File: src/rtl/fsd_pkg.sv
// Package: types and constants of the field separator detector.
package fsd_pkg;

    localparam int NSEP = 4;

    // Candidate separators by slot: comma, tab, space, semicolon.
    localparam logic [7:0] SEP_BYTES [NSEP] = '{8'h2C, 8'h09, 8'h20, 8'h3B};

    localparam logic [7:0] CHAR_LF = 8'h0A;
    localparam logic [7:0] CHAR_CR = 8'h0D;

    localparam logic [15:0] MAX_LINE_RESET   = 16'hFFFF;
    localparam logic [3:0]  CHECK_ROWS_RESET = 4'd10;

    typedef enum logic [0:0] {
        REG_MAX_LINE_LENGTH = 1'b0,
        REG_CHECK_ROWS      = 1'b1
    } reg_index_t;

    typedef enum logic [2:0] {
        PH_HEADER = 3'b001,
        PH_DATA   = 3'b010,
        PH_CHECK  = 3'b100
    } phase_t;

    typedef enum logic [1:0] {
        ST_FOUND   = 2'd0,
        ST_NO_LINE = 2'd1,
        ST_NO_SEP  = 2'd2,
        ST_AMBIG   = 2'd3
    } status_t;

endpackage

File: src/rtl/field_separator_detector_top.sv
// Top level: field separator detector over a byte stream.
// Result path: an end-of-data beat goes through the input register, then the result register,
//   and its result shows on m_tvalid; data bytes give no result.
// Throughput: one beat per cycle; a result still waiting in the output register stalls
//   only an end-of-data beat behind it, and the stream behind that, until it is taken.
// Reset: rst_n clears all line state and loads max_line_length 65535, check_rows 10.
module field_separator_detector_top #(
    parameter int COUNT_WIDTH = 16
) (
    input  logic        clk,
    input  logic        rst_n,
    // Configuration write port
    input  logic        cfg_we,
    input  logic [0:0]  cfg_index,
    input  logic [15:0] cfg_data,
    // Byte stream in
    input  logic        s_tvalid,
    output logic        s_tready,
    input  logic [7:0]  s_tdata,   // [7:0] data_byte
    input  logic        s_tlast,   // end_of_data
    // Decision out
    output logic        m_tvalid,
    input  logic        m_tready,
    output logic [15:0] m_tdata,   // [7:0] header separator byte, [15:8] row separator byte
    output logic [1:0]  m_tuser    // [1:0] status
);
    import fsd_pkg::*;

    localparam logic [COUNT_WIDTH-1:0] CNT_MAX  = {COUNT_WIDTH{1'b1}};
    localparam logic [COUNT_WIDTH-1:0] CNT_ZERO = {COUNT_WIDTH{1'b0}};

    // Configuration registers
    logic [15:0] max_len_reg;
    logic [3:0]  check_rows_reg;

    // Input register
    logic        in_valid_reg;
    logic [7:0]  in_byte_reg;
    logic        in_last_reg;

    // Line and file state
    phase_t                 phase_reg, phase_next, phase_eff;
    logic                   acr_reg, acr_next;
    logic [15:0]            chunk_reg, chunk_next;
    logic [3:0]             rows_reg, rows_next, rows_eff;
    logic [COUNT_WIDTH-1:0] lc_reg   [NSEP];
    logic [COUNT_WIDTH-1:0] lc_next  [NSEP];
    logic [COUNT_WIDTH-1:0] lc_inc   [NSEP];
    logic [COUNT_WIDTH-1:0] el_cnt   [NSEP];
    logic [COUNT_WIDTH-1:0] hdr_reg  [NSEP];
    logic [COUNT_WIDTH-1:0] hdr_next [NSEP];
    logic [COUNT_WIDTH-1:0] hdr_eff  [NSEP];
    logic [COUNT_WIDTH-1:0] row_reg  [NSEP];
    logic [COUNT_WIDTH-1:0] row_next [NSEP];
    logic [COUNT_WIDTH-1:0] row_eff  [NSEP];
    logic [NSEP-1:0]        incon_reg, incon_next, incon_eff;

    // Output register
    logic        m_valid_reg;
    logic [15:0] m_data_reg;
    status_t     m_status_reg;

    logic        proc;
    logic        el_do;
    logic        el_ne;
    logic [15:0] chunk_inc;
    status_t     dec_status;
    logic [7:0]  dec_hs;
    logic [7:0]  dec_ds;

    // Advance the held beat unless it is end of data and the result slot is still full.
    assign proc     = in_valid_reg && (!in_last_reg || !m_valid_reg || m_tready);
    assign s_tready = !in_valid_reg || proc;

    assign chunk_inc = chunk_reg + 16'd1;

    // Byte handling: line splitting, separator counting, end of line.
    always_comb
    begin
        acr_next   = acr_reg;
        chunk_next = chunk_reg;
        phase_eff  = phase_reg;
        rows_eff   = rows_reg;
        incon_eff  = incon_reg;
        el_do      = 1'b0;
        el_ne      = 1'b0;
        for (int i = 0; i < NSEP; i++)
        begin
            lc_inc[i]  = (in_byte_reg == SEP_BYTES[i] && lc_reg[i] != CNT_MAX)
                         ? lc_reg[i] + {{(COUNT_WIDTH-1){1'b0}}, 1'b1} : lc_reg[i];
            lc_next[i] = lc_reg[i];
            el_cnt[i]  = lc_reg[i];
            hdr_eff[i] = hdr_reg[i];
            row_eff[i] = row_reg[i];
        end

        if (in_last_reg)
        begin
            // Finish a pending line before the decision.
            acr_next = 1'b0;
            el_do    = 1'b1;
            el_ne    = (chunk_reg != 16'd0);
        end
        else if (acr_reg && in_byte_reg == CHAR_LF)
        begin
            // Swallow the LF of a CR LF pair.
            acr_next = 1'b0;
        end
        else if (in_byte_reg == CHAR_LF || in_byte_reg == CHAR_CR)
        begin
            el_do    = 1'b1;
            el_ne    = (chunk_reg != 16'd0);
            acr_next = (in_byte_reg == CHAR_CR);
        end
        else
        begin
            acr_next   = 1'b0;
            chunk_next = chunk_inc;
            for (int i = 0; i < NSEP; i++)
            begin
                lc_next[i] = lc_inc[i];
                el_cnt[i]  = lc_inc[i];
            end
            // Cut an overlong line into a new chunk.
            if (chunk_inc == max_len_reg)
            begin
                el_do = 1'b1;
                el_ne = 1'b1;
            end
        end

        if (el_do)
        begin
            chunk_next = 16'd0;
            for (int i = 0; i < NSEP; i++)
            begin
                lc_next[i] = CNT_ZERO;
            end
            if (el_ne)
            begin
                case (phase_reg)
                    PH_HEADER:
                    begin
                        for (int i = 0; i < NSEP; i++)
                        begin
                            hdr_eff[i] = el_cnt[i];
                        end
                        phase_eff = PH_DATA;
                    end
                    PH_DATA:
                    begin
                        for (int i = 0; i < NSEP; i++)
                        begin
                            row_eff[i] = el_cnt[i];
                        end
                        phase_eff = PH_CHECK;
                    end
                    PH_CHECK:
                    begin
                        if (rows_reg < check_rows_reg)
                        begin
                            for (int i = 0; i < NSEP; i++)
                            begin
                                if (el_cnt[i] != row_reg[i])
                                begin
                                    incon_eff[i] = 1'b1;
                                end
                            end
                            rows_eff = rows_reg + 4'd1;
                        end
                    end
                    default:
                    begin
                        phase_eff = phase_reg;
                    end
                endcase
            end
        end
    end

    // Decision over the state as it stands after the final line.
    always_comb
    begin
        logic [1:0] hs_idx;
        logic [1:0] ds_idx;
        logic [1:0] hits;
        logic       hit;
        logic       any;

        hs_idx = 2'd0;
        ds_idx = 2'd0;
        hits   = 2'd0;
        any    = 1'b0;
        for (int i = 0; i < NSEP; i++)
        begin
            for (int j = 0; j < NSEP; j++)
            begin
                if (phase_eff == PH_CHECK)
                begin
                    hit = hdr_eff[i] != CNT_ZERO && !incon_eff[j] && hdr_eff[i] == row_eff[j];
                end
                else
                begin
                    hit = (i == j) && hdr_eff[i] != CNT_ZERO;
                end
                if (hit)
                begin
                    hs_idx = 2'(i);
                    ds_idx = 2'(j);
                    hits   = (hits == 2'd2) ? 2'd2 : hits + 2'd1;
                end
            end
            if (hdr_eff[i] != CNT_ZERO || row_eff[i] != CNT_ZERO || incon_eff[i])
            begin
                any = 1'b1;
            end
        end

        if (phase_eff == PH_HEADER)
        begin
            dec_status = ST_NO_LINE;
        end
        else if (hits == 2'd1)
        begin
            dec_status = ST_FOUND;
        end
        else if (hits == 2'd2 || any)
        begin
            dec_status = ST_AMBIG;
        end
        else
        begin
            dec_status = ST_NO_SEP;
        end

        dec_hs = (dec_status == ST_FOUND) ? SEP_BYTES[hs_idx] : 8'h00;
        dec_ds = (dec_status == ST_FOUND) ? SEP_BYTES[ds_idx] : 8'h00;
    end

    // End of data returns the block to its reset state; otherwise carry the update.
    always_comb
    begin
        if (in_last_reg)
        begin
            phase_next = PH_HEADER;
            rows_next  = 4'd0;
            incon_next = '0;
            for (int i = 0; i < NSEP; i++)
            begin
                hdr_next[i] = CNT_ZERO;
                row_next[i] = CNT_ZERO;
            end
        end
        else
        begin
            phase_next = phase_eff;
            rows_next  = rows_eff;
            incon_next = incon_eff;
            for (int i = 0; i < NSEP; i++)
            begin
                hdr_next[i] = hdr_eff[i];
                row_next[i] = row_eff[i];
            end
        end
    end

    // Configuration registers
    always_ff @(posedge clk or negedge rst_n)
    begin
        if (!rst_n)
        begin
            max_len_reg    <= MAX_LINE_RESET;
            check_rows_reg <= CHECK_ROWS_RESET;
        end
        else if (cfg_we)
        begin
            case (cfg_index)
                REG_MAX_LINE_LENGTH: max_len_reg    <= cfg_data;
                REG_CHECK_ROWS:      check_rows_reg <= cfg_data[3:0];
                default:             max_len_reg    <= max_len_reg;
            endcase
        end
    end

    // Input register: hold the beat until the stage takes it.
    always_ff @(posedge clk or negedge rst_n)
    begin
        if (!rst_n)
        begin
            in_valid_reg <= 1'b0;
        end
        else if (s_tready)
        begin
            in_valid_reg <= s_tvalid;
        end
    end

    always_ff @(posedge clk)
    begin
        if (s_tready && s_tvalid)
        begin
            in_byte_reg <= s_tdata;
            in_last_reg <= s_tlast;
        end
    end

    // Line and file state
    always_ff @(posedge clk or negedge rst_n)
    begin
        if (!rst_n)
        begin
            phase_reg <= PH_HEADER;
            acr_reg   <= 1'b0;
            chunk_reg <= 16'd0;
            rows_reg  <= 4'd0;
            incon_reg <= '0;
            for (int i = 0; i < NSEP; i++)
            begin
                lc_reg[i]  <= CNT_ZERO;
                hdr_reg[i] <= CNT_ZERO;
                row_reg[i] <= CNT_ZERO;
            end
        end
        else if (proc)
        begin
            phase_reg <= phase_next;
            acr_reg   <= acr_next;
            chunk_reg <= chunk_next;
            rows_reg  <= rows_next;
            incon_reg <= incon_next;
            for (int i = 0; i < NSEP; i++)
            begin
                lc_reg[i]  <= lc_next[i];
                hdr_reg[i] <= hdr_next[i];
                row_reg[i] <= row_next[i];
            end
        end
    end

    // Result register: load on end of data, drop once taken.
    always_ff @(posedge clk or negedge rst_n)
    begin
        if (!rst_n)
        begin
            m_valid_reg <= 1'b0;
        end
        else if (proc && in_last_reg)
        begin
            m_valid_reg <= 1'b1;
        end
        else if (m_tready)
        begin
            m_valid_reg <= 1'b0;
        end
    end

    always_ff @(posedge clk)
    begin
        if (proc && in_last_reg)
        begin
            m_data_reg   <= {dec_ds, dec_hs};
            m_status_reg <= dec_status;
        end
    end

    assign m_tvalid = m_valid_reg;
    assign m_tdata  = m_data_reg;
    assign m_tuser  = m_status_reg;

    // Separators are reported only with a found status.
    a_sep_zero: assert property (@(posedge clk) disable iff (!rst_n)
        (m_valid_reg && m_status_reg != ST_FOUND) |-> m_data_reg == 16'd0)
        else $error("separator bytes set with a non-found status");

    // End of data leaves the block in its reset state.
    a_eod_clear: assert property (@(posedge clk) disable iff (!rst_n)
        (proc && in_last_reg) |=> (phase_reg == PH_HEADER && chunk_reg == 16'd0
                                   && !acr_reg && rows_reg == 4'd0))
        else $error("state not cleared after end of data");

    // Row checking only happens after the first data row.
    a_check_phase: assert property (@(posedge clk) disable iff (!rst_n)
        (phase_reg != PH_CHECK) |-> (rows_reg == 4'd0 && incon_reg == '0))
        else $error("row check state outside the check phase");

    // A new result appears only after an end-of-data beat went through.
    a_result_src: assert property (@(posedge clk) disable iff (!rst_n)
        $rose(m_valid_reg) |-> $past(proc && in_last_reg))
        else $error("result without end of data");

endmodule

File: config.mk
export PLATFORM = sky130hd
export DESIGN_NAME = field_separator_detector_top
export DESIGN_NICKNAME = d
export VERILOG_FILES = /design/src/rtl/fsd_pkg.sv /design/src/rtl/field_separator_detector_top.sv
export SDC_FILE = /design/constraint.sdc
export NUM_CORES = 1
export LEC_CHECK = 0
export BUFFER_PORTS_ARGS = -buffer_cell sky130_fd_sc_hd__buf_4
export CAP_MARGIN = 30
export CORE_MARGIN = 2
export CORE_UTILIZATION = 35
export DETAILED_ROUTE_END_ITERATION = 7
export HOLD_SLACK_MARGIN = 0.1
export PLACE_DENSITY = 0.57
export RECOVER_POWER = 25
export SKIP_CTS_REPAIR_TIMING = 1
export SLEW_MARGIN = 20
export SYNTH_ARGS = -nofsm -noshare
export SYNTH_HDL_FRONTEND = slang
export SYNTH_SLANG_ARGS = --single-unit
File: constraint.sdc
create_clock -name clk -period 12.86 [get_ports clk]
set_input_delay 1.929 -clock clk [delete_from_list [all_inputs] [get_ports clk]]
set_output_delay 1.929 -clock clk [all_outputs]
set_load 0.02 [all_outputs]
==> run summary <==
Worst R2R Path Depth = 32
Synth Flop Type = dfrtp_1
failing checks = capacitance limit, slew limit
largest net degree at the start of global routing = 68
clock sink count = 263
most used cell, CP = nor4_1
fmax = 0.08523 GHz
# IOs = 51
row count = 95
status = finished with violations
Synth Register Bits = 263
Worst Hold Depth = 2
Power Density = 160.4 nW/um2
routed via count = 24490
final wirelength = 105.8 mm
Reg clk slew, reported paths = 50 ps
clk_skew = 30.12 ps
Antenna Cells = 0
Avg WL per Cell = 27.68 um
Die Y = 265.6 um
fin nets = 2968
I/O Buffers = 46
routability congestion estimate = 1.034
layout cell share with drive strength beyond 1 = 13.23%
period utilization = 91.23%
Setup crit start kind = flop
Yosys warnings = 0
CP endpoint kind = flop
FF-to-FF setup slack = 1130 ps
core area = 67510 um2
P&R area growth vs syn = 11.38%
Hold Path Class = reg -> reg
VDD IR max = 0.1021 mV
Finish-stage setup viols = 0
Pleak = 10.66 nW
post-synthesis sequential area ratio = 28.01%
required time worst endpoint = 13210 ps
Max-Slew Margin vs Limit = -159.6%
GRT overflow = 0
leading area contributor after synthesis = dfrtp_1
max_cap viols = 2
EDFF count, synth = 21
Setup TNS = 0 ps
Starting Density = 35.48%
Total Power = 4.280 mW
vias in the first global route = 23401
DP HPWL = 80.25 mm
post-synth cell types = 133
fraction of registers with async set/reset = 92.02%
WP data arrival = 12080 ps
area share of the largest cell type after synthesis = 23.30%
first-pass GRT wire length = 156.8 mm
RSZ-0062 raised after global routing = no
Slew @ Worst Pin = 3894 ps
grt peak-use layer = met2
Cells after Synth = 2926
Worst Path Max Fanout = 21
Syn Area/Cell = 8.186 um2
max-slew violation count = 121
final hold vios = 0
Hold EP = hdr_reg[17]$_DFFE_PN0P_
global-route met1 utilization = 40.80%
clk root buf = clkbuf_16
Avg Vias per Cell = 6.409
worst r2r dst = m_tdata[10]$_SDFFCE_PP0P_
Die X = 265.6 um
antenna viol nets, final = 0
Post-route DRC = 0
Post-Syn Area = 23950 um2
Worst Hold Launch = hdr_reg[17]$_DFFE_PN0P_
Worst-Skew Late Latency = 570 ps
most frequent cell after synthesis = nand2_1
CP max stage delay = 850 ps
die area = 70550 um2
synth cell count leaders = 311 x nand2_1, 226 x xnor2_1, 223 x dfrtp_1
CTS tree = built
Final Critical Period = 11730 ps
initial drt markers = 2904
initial antenna violation count = 0
Synth area leaders = dfrtp_1 23%, xnor2_1 8.3%, xor2_1 5.1%
reg2reg start = in_byte_reg[4]$_DFFE_PP_
GRT Total Usage = 29.47%
CTS Buf Count = 34
CP max stage cell = nand2_1
kind of critical path = reg -> reg
Max H-tree Level = 2
met2 Track Usage GR = 44.18%
met3 GRT Util = 5.360%
router iterations before antenna repair = 6
Max clock buf depth = 3
## routing by layer
layer	share of wire [%]	wire length, um	vias to the layer above
li1	-	-	10839
met1	44	46040	12067
met2	43	45100	1302
met3	8.4	8923	282
met4	5.4	5723	0
met5	0	0	-
## how the worst max path moves through the flow
stage	start	to	slack, ps
floorplan	chunk_reg[0]$_DFFE_PN0P_	m_tdata[12]$_SDFFCE_PP0P_	3580
global placement	in_byte_reg[4]$_DFFE_PP_	m_tdata[3]$_SDFFCE_PP0P_	1650
detailed placement	in_byte_reg[4]$_DFFE_PP_	m_tdata[10]$_SDFFCE_PP0P_	1370
CTS	in_byte_reg[4]$_DFFE_PP_	m_tdata[10]$_SDFFCE_PP0P_	1300
global route	in_byte_reg[4]$_DFFE_PP_	m_tdata[10]$_SDFFCE_PP0P_	510
finish	in_byte_reg[4]$_DFFE_PP_	m_tdata[10]$_SDFFCE_PP0P_	1130
## per-stage QoR
stage	cell area (um2)	hold slack [ps]	utilization, %	setup WS [ps]	std cells
final	26680	476.9	39.51	1127	3821
after global routing	26680	499.5	39.51	509.5	3821
after CTS	26600	482.1	39.39	1302	3812
after detailed placement	25380	469.8	37.60	1366	3751
after global placement	25340	462.8	37.53	1655	3747
after floorplan	23960	449.2	-	3584	2929
## final cells by class
class,instances,area [um2]
Clock buffer,47,1011
Clock inverter,14,201.4
Fill cell,6844,40840
Inverter,84,315.3
Multi-Input combinational cell,2374,16080
Sequential cell,263,6710
Tap cell,873,1092
Timing Repair Buffer,166,1264
## worst max-delay path, delay by kind of cell, from the launching register on
kind | cells | cell delay (ps)
AOI/OAI and AO/OA | 14 | 4910
xor gates and xnor gates | 2 | 300
adders and majority gates | 1 | 390
buffers and inverters | 1 | 100
DFF | 1 | 480
muxes | 2 | 680
and+or+nand+nor | 12 | 4630
## power by group
group / total [mW] / switching, mW / internal [mW]
Clock: 1.05 / 0.417 / 0.634
Sequential: 0.962 / 0.0575 / 0.905
Combinational: 2.27 / 1.47 / 0.797
Total: 4.28 / 1.95 / 2.34
## cell families after synthesis
group,share of synthesized area [%]
adders and majority gates,0.7313
and+or+nand+nor,27.13
DFF,28.01
buffers and inverters,5.114
xor gates and xnor gates,14.58
muxes,3.484
AOI/OAI and AO/OA,20.93
other,0.01566
## cell usage in the layout, fill, tap and decap left out, drive strengths merged, types with 30 or more instances in the layout
cell    instances
a211oi         46
a21oi         109
and3           37
and4           30
buf           147
clkbuf         66
dfrtp         223
inv            85
mux2           35
mux2i          44
nand2         312
nand3         114
nand4         115
nor2          142
nor3          111
nor4           81
o211ai         39
o21ai         218
o22ai          56
o31ai          33
or2            38
xnor2         230
xor2          140
Power figures use the tool's default switching activity.
